[config.mk]
export PLATFORM = sky130hd
export DESIGN_NAME = page_replacement_policy_core
export DESIGN_NICKNAME = d
export VERILOG_FILES = /design/src/sv/prp_pkg.sv /design/src/sv/prp_cell.sv /design/src/sv/prp_ctrl.sv /design/src/sv/page_replacement_policy_core.sv
export SDC_FILE = /design/constraint.sdc
export NUM_CORES = 1
export LEC_CHECK = 0
export BUFFER_PORTS_ARGS = -buffer_cell sky130_fd_sc_hd__buf_2
export CORE_ASPECT_RATIO = 0.5
export CORE_MARGIN = 3
export CORE_UTILIZATION = 35
export CTS_CLUSTER_DIAMETER = 50
export DETAILED_ROUTE_END_ITERATION = 10
export GPL_TIMING_DRIVEN = 0
export MAX_ROUTING_LAYER = met4
export PLACE_DENSITY = 0.55
export SYNTH_ARGS = -nofsm -noshare
export SYNTH_HDL_FRONTEND = slang
export SYNTH_HIERARCHICAL = 1
export SYNTH_SLANG_ARGS = --single-unit
[constraint.sdc]
create_clock -name clk -period 6.9 [get_ports clk]
set_clock_uncertainty 0.1 [all_clocks]
set_input_delay 0 -clock clk [delete_from_list [all_inputs] [get_ports clk]]
set_output_delay 0 -clock clk [all_outputs]
set_load 0.03 [all_outputs]
[src/sv/prp_pkg.sv]
// ----------------------------------------------------------------------------
// prp_pkg: shared types and constants of the page replacement engine
// Slot count, field widths, policy codes and the control structures that pass
// between the sequencer and the row of slot cells.
// ----------------------------------------------------------------------------
package prp_pkg;

	localparam int Slots     = 8;
	localparam int PageBits  = 16;
	localparam int IdxBits   = 3;
	localparam int RankBits  = 3;
	localparam int FreqBits  = 16;
	localparam int CountBits = 32;
	localparam int CfgBits   = 4;

	localparam logic [IdxBits-1:0]  RegPolicy = 3'd0;
	localparam logic [IdxBits-1:0]  RegSlots  = 3'd1;

	typedef enum logic [1:0] {
		POL_FIFO = 2'd0,
		POL_LRU  = 2'd1,
		POL_LFU  = 2'd2,
		POL_RSVD = 2'd3
	} policy_t;

	typedef enum logic [1:0] {
		ST_IDLE = 2'd0,
		ST_SCAN = 2'd1,
		ST_UPD  = 2'd2,
		ST_OUT  = 2'd3
	} state_t;

	// Command broadcast from the sequencer to every cell.
	typedef struct packed {
		logic                upd;       // apply the update of this transaction
		logic [IdxBits-1:0]  sel;       // slot that is touched
		logic                hit;       // touch is a hit (else a load)
		logic [PageBits-1:0] page;      // page to load on a miss
		logic [RankBits:0]   old_rec;   // previous recency rank of sel
		logic [RankBits:0]   old_load;  // previous load rank of sel
	} cell_cmd_t;

	// State of one slot as seen by the scan.
	typedef struct packed {
		logic                valid;
		logic [PageBits-1:0] page;
		logic [RankBits-1:0] rec;
		logic [RankBits-1:0] load;
		logic [FreqBits-1:0] freq;
	} cell_view_t;

endpackage

[src/sv/prp_cell.sv]
// ----------------------------------------------------------------------------
// prp_cell: one frame slot
// Holds the page, valid bit, age ranks and use frequency of one slot, and
// applies the broadcast update; it also passes its view down the scan chain.
// ----------------------------------------------------------------------------
module prp_cell (
	input  logic                    clk,
	input  logic                    arst_n,
	input  logic [prp_pkg::IdxBits-1:0] my_idx,
	input  prp_pkg::cell_cmd_t      cmd,
	input  logic                    shift,
	input  prp_pkg::cell_view_t     chain_in,
	output prp_pkg::cell_view_t     chain_out,
	output prp_pkg::cell_view_t     view
);
	import prp_pkg::*;

	logic                valid_q;
	logic [PageBits-1:0] page_q;
	logic [RankBits-1:0] rec_q;
	logic [RankBits-1:0] load_q;
	logic [FreqBits-1:0] freq_q;
	cell_view_t          pass_q;
	logic                me;

	assign me = (cmd.sel == my_idx);
	assign view = '{valid: valid_q, page: page_q, rec: rec_q, load: load_q, freq: freq_q};
	assign chain_out = pass_q;

	// Scan chain stage: shift in the neighbour's view, or load own view.
	always_ff @(posedge clk) begin
		if (shift) begin
			pass_q <= chain_in;
		end else begin
			pass_q <= view;
		end
	end

	// Slot state update.
	always_ff @(posedge clk or negedge arst_n) begin
		if (!arst_n) begin
			valid_q <= 1'b0;
			rec_q   <= '0;
			load_q  <= '0;
			freq_q  <= '0;
		end else if (cmd.upd) begin
			if (me) begin
				rec_q <= '0;
				if (cmd.hit) begin
					if (freq_q != {FreqBits{1'b1}}) begin
						freq_q <= freq_q + 1'b1;
					end
				end else begin
					load_q  <= '0;
					valid_q <= 1'b1;
					freq_q  <= {{(FreqBits-1){1'b0}}, 1'b1};
				end
			end else if (valid_q) begin
				if ({1'b0, rec_q} < cmd.old_rec) begin
					rec_q <= rec_q + 1'b1;
				end
				if (!cmd.hit && ({1'b0, load_q} < cmd.old_load)) begin
					load_q <= load_q + 1'b1;
				end
			end
		end
	end

	always_ff @(posedge clk) begin
		if (cmd.upd && me && !cmd.hit) begin
			page_q <= cmd.page;
		end
	end

endmodule

[src/sv/prp_ctrl.sv]
// ----------------------------------------------------------------------------
// prp_ctrl: request sequencer
// Walks the slot views one per cycle from the chain head, finds the hit,
// the first empty slot and the victim, then issues the update and the result.
// ----------------------------------------------------------------------------
module prp_ctrl (
	input  logic                        clk,
	input  logic                        arst_n,
	input  logic                        cfg_we,
	input  logic [prp_pkg::IdxBits-1:0] cfg_idx,
	input  logic [prp_pkg::CfgBits-1:0] cfg_data,
	input  logic                        s_tvalid,
	output logic                        s_tready,
	input  logic [prp_pkg::PageBits-1:0] s_page,
	output logic                        m_tvalid,
	input  logic                        m_tready,
	output logic [55:0]                 m_data,
	input  prp_pkg::cell_view_t         head,
	input  prp_pkg::cell_view_t         views [prp_pkg::Slots],
	output logic                        shift,
	output prp_pkg::cell_cmd_t          cmd
);
	import prp_pkg::*;

	state_t              st_q, st_d;
	policy_t             pol_q;
	logic [CfgBits-1:0]  nslots_q;
	logic [IdxBits-1:0]  last_idx;
	logic [IdxBits-1:0]  cnt_q;
	logic [PageBits-1:0] req_q;
	logic                found_q, empty_q;
	logic [IdxBits-1:0]  hit_idx_q, emp_idx_q, vic_idx_q;
	cell_view_t          vic_q;
	logic [CountBits-1:0] faults_q;
	logic [55:0]         res_q;
	logic                better;
	logic                upd;
	logic [IdxBits-1:0]  sel;
	cell_view_t          selv;

	// Active slot count, clamped to one through Slots.
	always_comb begin
		if (nslots_q == '0) begin
			last_idx = '0;
		end else if (nslots_q > CfgBits'(Slots)) begin
			last_idx = IdxBits'(Slots - 1);
		end else begin
			last_idx = IdxBits'(nslots_q - 1'b1);
		end
	end

	always_ff @(posedge clk or negedge arst_n) begin
		if (!arst_n) begin
			pol_q    <= POL_FIFO;
			nslots_q <= CfgBits'(Slots);
		end else if (cfg_we) begin
			unique case (cfg_idx)
				RegPolicy: pol_q    <= policy_t'(cfg_data[1:0]);
				RegSlots:  nslots_q <= cfg_data;
				default:   ;
			endcase
		end
	end

	// Victim comparison of the slot at the chain head against the best so far.
	always_comb begin
		case (pol_q)
			POL_LRU: better = head.rec > vic_q.rec;
			POL_LFU: better = (head.freq < vic_q.freq) ||
				((head.freq == vic_q.freq) && (head.load > vic_q.load));
			default: better = head.load > vic_q.load;
		endcase
	end

	assign sel  = found_q ? hit_idx_q : (empty_q ? emp_idx_q : vic_idx_q);
	assign selv = views[sel];
	assign upd  = (st_q == ST_UPD);
	assign cmd  = '{upd: upd, sel: sel, hit: found_q, page: req_q,
		old_rec: selv.valid ? {1'b0, selv.rec} : (RankBits+1)'(Slots),
		old_load: selv.valid ? {1'b0, selv.load} : (RankBits+1)'(Slots)};

	// Next state and handshake outputs.
	always_comb begin
		st_d     = st_q;
		s_tready = 1'b0;
		shift    = 1'b0;
		unique case (st_q)
			ST_IDLE: begin
				s_tready = 1'b1;
				if (s_tvalid) st_d = ST_SCAN;
			end
			ST_SCAN: begin
				shift = 1'b1;
				if (cnt_q == last_idx) st_d = ST_UPD;
			end
			ST_UPD: st_d = ST_OUT;
			ST_OUT: begin
				if (m_tready) begin
					st_d = ST_IDLE;
				end
			end
			default: st_d = ST_IDLE;
		endcase
	end

	assign m_tvalid = (st_q == ST_OUT);
	assign m_data   = res_q;

	always_ff @(posedge clk or negedge arst_n) begin
		if (!arst_n) begin
			st_q     <= ST_IDLE;
			cnt_q    <= '0;
			found_q  <= 1'b0;
			empty_q  <= 1'b0;
			faults_q <= '0;
		end else begin
			st_q <= st_d;
			if (st_q == ST_IDLE) begin
				cnt_q   <= '0;
				found_q <= 1'b0;
				empty_q <= 1'b0;
			end else if (st_q == ST_SCAN) begin
				cnt_q <= cnt_q + 1'b1;
				if (!found_q && head.valid && head.page == req_q) found_q <= 1'b1;
				if (!empty_q && !head.valid) empty_q <= 1'b1;
			end else if (upd && !found_q && faults_q != {CountBits{1'b1}}) begin
				faults_q <= faults_q + 1'b1;
			end
		end
	end

	// Scan datapath and result register.
	always_ff @(posedge clk) begin
		if (st_q == ST_IDLE && s_tvalid) req_q <= s_page;
		if (st_q == ST_SCAN) begin
			if (!found_q && head.valid && head.page == req_q) hit_idx_q <= cnt_q;
			if (!empty_q && !head.valid) emp_idx_q <= cnt_q;
			if (cnt_q == '0 || better) begin
				vic_q     <= head;
				vic_idx_q <= cnt_q;
			end
		end
		if (upd) begin
			res_q <= {3'b000,
				((!found_q && faults_q != {CountBits{1'b1}}) ?
					faults_q + 1'b1 : faults_q),
				((!found_q && !empty_q) ? vic_q.page : {PageBits{1'b0}}),
				(!found_q && !empty_q), sel, found_q};
		end
	end

endmodule

[src/sv/page_replacement_policy_core.sv]
// ----------------------------------------------------------------------------
// page_replacement_policy_core: FIFO, LRU and LFU page replacement engine
// Eight frame slots held in a chain of cells, scanned by a sequencer.
// ----------------------------------------------------------------------------
// Usage: a page request enters on s_tvalid/s_tready, tdata[15:0] the page.
// One result leaves on m_tvalid/m_tready per request. The engine takes one
// transaction at a time and takes no new request until the last result is
// taken: it accepts the request, shifts each active slot past the compare
// unit, updates the slots and offers the result. A stalled receiver holds
// the result and s_tready stays low until it is taken. cfg_we, cfg_idx and
// cfg_data write policy_mode (0) and slots_in_use (1) while the engine is
// idle; the user is bound to this, and the engine does not enforce it.
// Reset empties all slots, clears ages, frequencies and the fault count,
// and selects FIFO over eight slots.
// ----------------------------------------------------------------------------
module page_replacement_policy_core (
	input  logic        clk,
	input  logic        arst_n,
	input  logic        cfg_we,
	input  logic [0:0]  cfg_idx,
	input  logic [3:0]  cfg_data,
	input  logic        s_tvalid,
	output logic        s_tready,
	input  logic [15:0] s_tdata,  // page_number
	output logic        m_tvalid,
	input  logic        m_tready,
	output logic [55:0] m_tdata   // hit, slot_index, evicted_valid, evicted_page, fault_total
);
	import prp_pkg::*;

	cell_view_t views [Slots];
	cell_view_t chain [Slots+1];
	cell_cmd_t  cmd;
	logic       shift;
	logic [55:0] res;

	assign chain[Slots] = '0;

	for (genvar g = 0; g < Slots; g++) begin : g_cell
		prp_cell u_cell (
			.clk(clk), .arst_n(arst_n), .my_idx(IdxBits'(g)), .cmd(cmd),
			.shift(shift), .chain_in(chain[g+1]), .chain_out(chain[g]), .view(views[g])
		);
	end

	prp_ctrl u_ctrl (
		.clk(clk), .arst_n(arst_n), .cfg_we(cfg_we), .cfg_idx({2'b00, cfg_idx}),
		.cfg_data(cfg_data), .s_tvalid(s_tvalid), .s_tready(s_tready),
		.s_page(s_tdata), .m_tvalid(m_tvalid), .m_tready(m_tready), .m_data(res),
		.head(chain[0]), .views(views), .shift(shift), .cmd(cmd)
	);

	assign m_tdata = res;

endmodule

==> impl_metrics.json, run 1 <==
{
  "path_class": "reg -> reg",
  "place_inst": 4210,
  "fmax_mhz": 195,
  "cts.sinks": 785,
  "synthCells": 2803,
  "gr-total-overflow": 0,
  "hold_buffers": 48,
  "cellLeakagePower_nw": 15.4,
  "ys_types": 72,
  "layoutNonFillerInstCount": 4406,
  "drt-total-wl_um": 78100,
  "setup-violations-final": 0,
  "ys_ff_latch": 785,
  "nNetsFinal": 3198,
  "synth_top_area_share_pct": 21.9,
  "drive_gt1_share_pct": 19.6,
  "cts_tree": "yes",
  "dp_hpwl_um": 54500,
  "route.detailed.drc": 0,
  "n_antenna_cell": 0,
  "synth_ff_type": "dfxtp_1",
  "wl_met1_um": 40400,
  "syn_area_per_cell_um2": 12.0,
  "met3_wirelength_um": 2940,
  "maxCapViolCount": 0,
  "fp.dieW_um": 444,
  "cp-start-kind": "register",
  "antenna_found_initial": 0,
  "crit_path_end_kind": "register",
  "outcome": "complete, no violations",
  "grt_max_degree": 99,
  "synth_area_um2": 33500,
  "insertion_delay_ns": 0.63,
  "cts_made_buffers": 79,
  "wl_per_cell_um": 17.7,
  "critPathMaxFanout": 18,
  "yosysSeqAreaShare_pct": 57.6,
  "reg2reg_to": "g_cell[2].u_cell/rec_q[2]$_DFFE_PN0P_",
  "synth_top_area_cell": "edfxtp_1",
  "period_needed_ns": 5.12,
  "rows": 79,
  "fillers": 8792,
  "vdd_drop_max_mv": 0.222,
  "clkTransAtPathRegs_ns": 0.06,
  "finalHoldViolations": 0,
  "powerDensity_nw_per_um2": 427,
  "ios": 84,
  "reg2reg_slack_ns": 1.78,
  "reg2reg_depth": 15,
  "cts.path.max_buffers": 3,
  "die_y_um": 225,
  "ys_top_cells_by_area": "edfxtp_1, dfxtp_1, dfrtp_1, mux2_2, ha_1",
  "portBuffers": 80,
  "hold_path_startpoint": "cfg_data[1]",
  "dr.pass1.iters": 5,
  "cp_data_required_time_ns": 7.35,
  "htree_num_levels": 3,
  "r2r_start": "u_ctrl/found_q$_DFFE_PN0P_",
  "ctsResizeCount": 0,
  "start_util_pct": 35.7,
  "grt_pass1_wl_um": 125000,
  "tns_ns": 0,
  "place.gp.congestion": 0.883,
  "grtUsageTotal_pct": 16.0,
  "cts_root_buf": "clkbuf_16",
  "post_cts_buffers": 0,
  "synth_edf_count": 244,
  "hp-class": "in -> reg",
  "finalMaxSlewViolations": 0,
  "grt_pass1_vias": 21900,
  "area_growth_pct": 16.8,
  "slew_headroom_pct": 7.68,
  "core_um2": 94000,
  "async_flop_share_pct": 29.2,
  "post-route-period-util_pct": 74.2,
  "top_layer": "met4",
  "hold_end": "u_ctrl/pol_q[1]$_DFFE_PN0P_",
  "hold_depth": 4,
  "tightest_slew_ns": 1.38,
  "avgViaCountPerCell": 5.04,
  "grt_setup_unrepaired": "false",
  "dieArea_um2": 99800,
  "critPathArrivalTime_ns": 5.58,
  "num_vias": 22200,
  "wl_met2_um": 33200,
  "drt-initial-drc-count": 1598,
  "postRouteAntennaNets": 0,
  "ys_warn_count": 6
}
-- placed cells by master (no fill, tap or decap), types with 30 or more instances in the layout --
master,count
or4_1,33
o21a_1,30
clkbuf_1,106
and2_1,78
clkbuf_16,83
nand3_1,124
buf_2,103
edfxtp_1,244
ha_1,87
inv_1,147
o31ai_1,58
nand4_1,75
nand2_1,176
nand2b_1,35
dlygate4sd3_1,47
o211ai_1,40
mux2_2,300
dfxtp_1,312
xnor2_1,77
conb_1,70
dfrtp_1,228
nor2_1,62
o21ai_0,159
-- worst max-delay path by stage --
stage,end,cells after the start,start
final,g_cell[2].u_cell/rec_q[2]$_DFFE_PN0P_,15,u_ctrl/found_q$_DFFE_PN0P_
after global routing,g_cell[2].u_cell/rec_q[2]$_DFFE_PN0P_,15,u_ctrl/found_q$_DFFE_PN0P_
after CTS,g_cell[2].u_cell/rec_q[2]$_DFFE_PN0P_,15,u_ctrl/found_q$_DFFE_PN0P_
after detailed placement,g_cell[2].u_cell/rec_q[2]$_DFFE_PN0P_,15,u_ctrl/found_q$_DFFE_PN0P_
after global placement,u_ctrl/faults_q[18]$_DFFE_PN0P_,1,arst_n
after floorplan,u_ctrl/vic_idx_q[0]$_DFFE_PP_,7,u_ctrl/vic_q[1]$_DFFE_PP_
-- state kept, by name, summed over array words and instances (netlist names), 3 cells and up --
register	flops
g_cell.u_cell/chain_out	312
g_cell.u_cell/freq_q	128
g_cell.u_cell/load_q	24
g_cell.u_cell/page_q	128
g_cell.u_cell/rec_q	24
g_cell.u_cell/valid_q	8
u_ctrl/cnt_q	3
u_ctrl/emp_idx_q	3
u_ctrl/faults_q	32
u_ctrl/hit_idx_q	3
u_ctrl/m_data	53
u_ctrl/nslots_q	4
u_ctrl/req_q	16
u_ctrl/vic_idx_q	3
u_ctrl/vic_q	38
-- synth_stat cells, drive strengths merged, types with 12 or more instances --
cell type and n:
dfxtp 312, mux2 302, edfxtp 244, dfrtp 228, nand2 177, o21ai 170, inv 147, nand3 141
ha 88, clkbuf 86, and2 78, xnor2 77, nand4 75, nor2 68, o31ai 58, buf 49
o211ai 42, nand2b 35, or4 33, o21a 30, xor2 27, nor3 24, o2111ai 24, and3 21
and4 21, a21oi 20, mux2i 20, nor4 16, o41ai 16, or3 14, nor2b 12
-- layout make-up --
class | count | area [um^2] | share of cell area [%]
Buffer | 135 | 673 | 1.72
Clock buffer | 114 | 2290 | 5.86
Clock inverter | 34 | 449 | 1.15
Inverter | 148 | 556 | 1.42
Multi-Input combinational cell | 1802 | 13300 | 34.0
Sequential cell | 785 | 19300 | 49.3
Tap cell | 1255 | 1570 | 4.01
Timing Repair Buffer | 133 | 1010 | 2.57
-- through the flow --
stage / setup WS, ns / power, mW / cell area (um^2) / util [%] / hold slack, ns
4_1_cts: 1.84 / 16.9 / 39100 / 41.6 / 0.0418
6_report: 1.78 / 16.7 / 39100 / 41.6 / 0.0809
3_5_place_dp: 1.85 / 12.2 / 35900 / 38.2 / -0.117
3_3_place_gp: 0.806 / 12.0 / 35800 / 38.0 / 0.0787
5_1_grt: 1.62 / 17.7 / 39100 / 41.6 / 0.0936
2_1_floorplan: 2.69 / 10.5 / 33800 / - / -0.396
-- power breakdown --
group,internal (mW),switching (mW)
clock network,2.70,1.81
logic,2.21,3.19
registers,6.08,0.733
-- cell families after synthesis --
family | after synthesis | share of synthesized area, %
AOI/OAI and AO/OA | 456 | 9.21
xor gates and xnor gates | 104 | 2.72
DFF | 785 | 57.6
muxes | 322 | 10.8
buffers and inverters | 283 | 3.66
adders and majority gates | 89 | 3.31
other | 3 | 0.0336
and+or+nand+nor | 761 | 12.7
-- critical path, stage by stage, from the launching register on --
cell and delay [ns]:
dfrtp_1 0.39, buf_2 0.22, nand2b_1 0.08, clkbuf_1 0.28
o21a_1 0.25, buf_6 0.16, clkbuf_1 0.52, o2111ai_1 0.44
nand4_1 0.13, a21oi_1 0.75, inv_1 0.10, ha_1 0.31
a2111oi_0 0.49, a211oi_1 0.19, or4_1 0.50, nand3_1 0.09
-- per-layer routing --
| metal | vias up | track usage, % |
|---|---|---|
| met2 | 436 | 23.2 |
| met4 | 0 | 3.88 |
| met1 | 10900 | 23.6 |
| met5 | - | - |
| met3 | 121 | 2.24 |
| li1 | 10800 | - |
Power figures use the tool's default switching activity.
==> run 2: changes to the inputs <==
clock period = 5 ns   (was 6.9 ns; I/O delays follow)
==> run 2 against run 1 <==
Worst setup slack worse by 1.5 ns. Sequential power up 38%. First-iteration DRC count up 3.8%. Die area unchanged. Clock-buffer cell count unchanged. Combinational power up 38%. Global-route usage unchanged. Utilization about the same. Via count up 0.12%. Cell count unchanged. Critical path type unchanged. Largest cell class unchanged.
==> impl_metrics.json, run 2 (synthesis results as in run 1) <==
{
  "outcome": "complete, no violations",
  "antenna_found_initial": 0,
  "area_growth_pct": 16.8,
  "critPathMaxFanout": 18,
  "hold_path_startpoint": "cfg_data[1]",
  "tightest_slew_ns": 1.36,
  "postRouteAntennaNets": 0,
  "reg2reg_depth": 14,
  "path_class": "reg -> reg",
  "internal-power_mw": 15.2,
  "ios": 84,
  "dpl_cell_area_um2": 35900,
  "final_cell_mix": "dfxtp_1, mux2_2, edfxtp_1, dfrtp_1, nand2_1",
  "crit_family": "compound AO/OA/AOI/OAI gates",
  "largest_register_ff_count": 312,
  "cts_root_buf": "clkbuf_16",
  "worstPathCellList": "buf_2 -> nand2_1 -> o21a_1 -> clkinv_1 -> clkbuf_1 -> o2111ai_1 -> nand4_1 -> a21oi_2 -> inv_1 -> ha_1 -> a2111oi_0 -> a211oi_1 -> or4_1 -> nand3_1",
  "hold_end": "u_ctrl/pol_q[1]$_DFFE_PN0P_",
  "dp_slack_ns": -0.0461,
  "gr-total-overflow": 0,
  "drt-total-wl_um": 78100,
  "period_needed_ns": 4.70,
  "die_y_um": 225,
  "fmax_mhz": 213,
  "critPathArrivalTime_ns": 5.16,
  "reg2reg_slack_ns": 0.30,
  "finalMaxSlewViolations": 0,
  "post-route-period-util_pct": 94.1,
  "fillers": 8790,
  "swShare_pct": 34.3,
  "pwr-share-seq_pct": 40.7,
  "slew_headroom_pct": 9.66,
  "avgViaCountPerCell": 5.04,
  "layoutNonFillerInstCount": 4406,
  "n_antenna_cell": 0,
  "grt_pass1_vias": 21900,
  "fp.dieW_um": 444,
  "post-route-util_pct": 41.7,
  "cellLeakagePower_nw": 15.4,
  "insertion_delay_ns": 0.63,
  "cts_made_buffers": 79,
  "hold_depth": 4,
  "cts_tree": "yes",
  "hp-class": "in -> reg",
  "fin_hold_ws_ns": 0.0796,
  "grt_util_met3_pct": 2.24,
  "place.gp.congestion": 0.883,
  "worst_slack_ns": 0.296,
  "num_vias": 22200,
  "gr-usage-met1_pct": 23.6,
  "drt-initial-drc-count": 1658,
  "grt_use_met2_pct": 23.2,
  "finalHoldViolations": 0,
  "cts.sinks": 785,
  "core_um2": 94000,
  "clkTransAtPathRegs_ns": 0.06,
  "slowest_stage": "clkbuf_1",
  "place_inst": 4210,
  "wl_per_cell_um": 17.7,
  "drive_gt1_share_pct": 19.7,
  "grt_setup_unrepaired": "false",
  "cp_data_required_time_ns": 5.46,
  "setup-violations-final": 0,
  "dr.pass1.iters": 5,
  "power_frac_comb_pct": 32.3,
  "dp_hpwl_um": 54500,
  "layout_commonest_cell": "dfxtp_1",
  "nNetsFinal": 3198,
  "power_mw": 23.1,
  "maxCapViolCount": 0,
  "post_cts_buffers": 0,
  "r2r_start": "u_ctrl/found_q$_DFFE_PN0P_",
  "cp-start-kind": "register",
  "crit_path_end_kind": "register",
  "powerDensity_nw_per_um2": 590,
  "route.detailed.drc": 0,
  "grt_pass1_wl_um": 125000,
  "p_switching_mw": 7.93,
  "rows": 79,
  "portBuffers": 80,
  "dieArea_um2": 99800,
  "cp.buffers_inverters": 4,
  "tns_ns": 0,
  "grtUsageTotal_pct": 16.0,
  "start_util_pct": 35.7,
  "critPathMaxStageDelay_ns": 0.65,
  "p_clk_share_pct": 27.0,
  "grt-busiest-layer": "met1",
  "finish.instance_area_um2": 39200,
  "cts.path.max_buffers": 3,
  "grt_max_degree": 99,
  "vdd_drop_max_mv": 0.308,
  "htree_num_levels": 3,
  "reg2reg_to": "g_cell[2].u_cell/rec_q[2]$_DFFE_PN0P_"
}
## run 2: cell counts in the layout (fill, tap and decap cells not counted)
No cell type changed its count.
## run 2: worst max path at each step
stage / from / end / slack (ns) / cells past startpoint
finish: u_ctrl/found_q$_DFFE_PN0P_ / g_cell[2].u_cell/rec_q[2]$_DFFE_PN0P_ / 0.30 / 14
floorplan: u_ctrl/vic_q[1]$_DFFE_PP_ / u_ctrl/vic_idx_q[0]$_DFFE_PP_ / 0.79 / 7
CTS: u_ctrl/found_q$_DFFE_PN0P_ / g_cell[2].u_cell/rec_q[2]$_DFFE_PN0P_ / 0.10 / 15
global route: u_ctrl/found_q$_DFFE_PN0P_ / g_cell[2].u_cell/rec_q[2]$_DFFE_PN0P_ / 0.14 / 13
global placement: arst_n / u_ctrl/faults_q[18]$_DFFE_PN0P_ / -1.09 / 1
detailed placement: u_ctrl/found_q$_DFFE_PN0P_ / g_cell[2].u_cell/rec_q[2]$_DFFE_PN0P_ / -0.05 / 15
## run 2: power by group through the flow
stage	clock [mW]	combinational, mW	sequential, mW
final	6.23	7.46	9.40
after global routing	6.66	8.25	9.59
after CTS	6.40	7.46	9.40
after detailed placement	0	7.35	9.52
after global placement	0	7.10	9.52
after floorplan	0	5.07	9.48
## run 2: metal layers
| layer | share of wire, % | up-vias |
|---|---|---|
| met4 | 1.9 | 0 |
| met3 | 3.9 | 113 |
| li1 | - | 10700 |
| met5 | 0 | - |
| met1 | 52 | 10900 |
| met2 | 43 | 435 |
## run 2: worst reg2reg max path: stages, from the launching register on
cell       delay (ns)
dfrtp_1          0.41
buf_2            0.19
nand2_1          0.07
o21a_1           0.28
clkinv_1         0.35
clkbuf_1         0.65
o2111ai_1        0.32
nand4_1          0.15
a21oi_2          0.44
inv_1            0.09
ha_1             0.30
a2111oi_0        0.49
a211oi_1         0.19
or4_1            0.51
nand3_1          0.09
## run 2: final cells by class
type	count	area, um^2	share of cell area [%]
tap	1255	1570	4.01
clock inverter	34	449	1.15
inverter	148	556	1.42
timing repair buffer	133	1010	2.57
sequential	785	19300	49.3
clock buffer	114	2290	5.86
multi-input combinational	1802	13300	34.0
buffer	135	674	1.72
## run 2: repair_timing
item	in CTS	in global routing
setup endpoints to repair	2	39
endpoints found under the hold margin	177	0
resized for setup	1	5
hold buffers	48	0
pin swaps	0	0
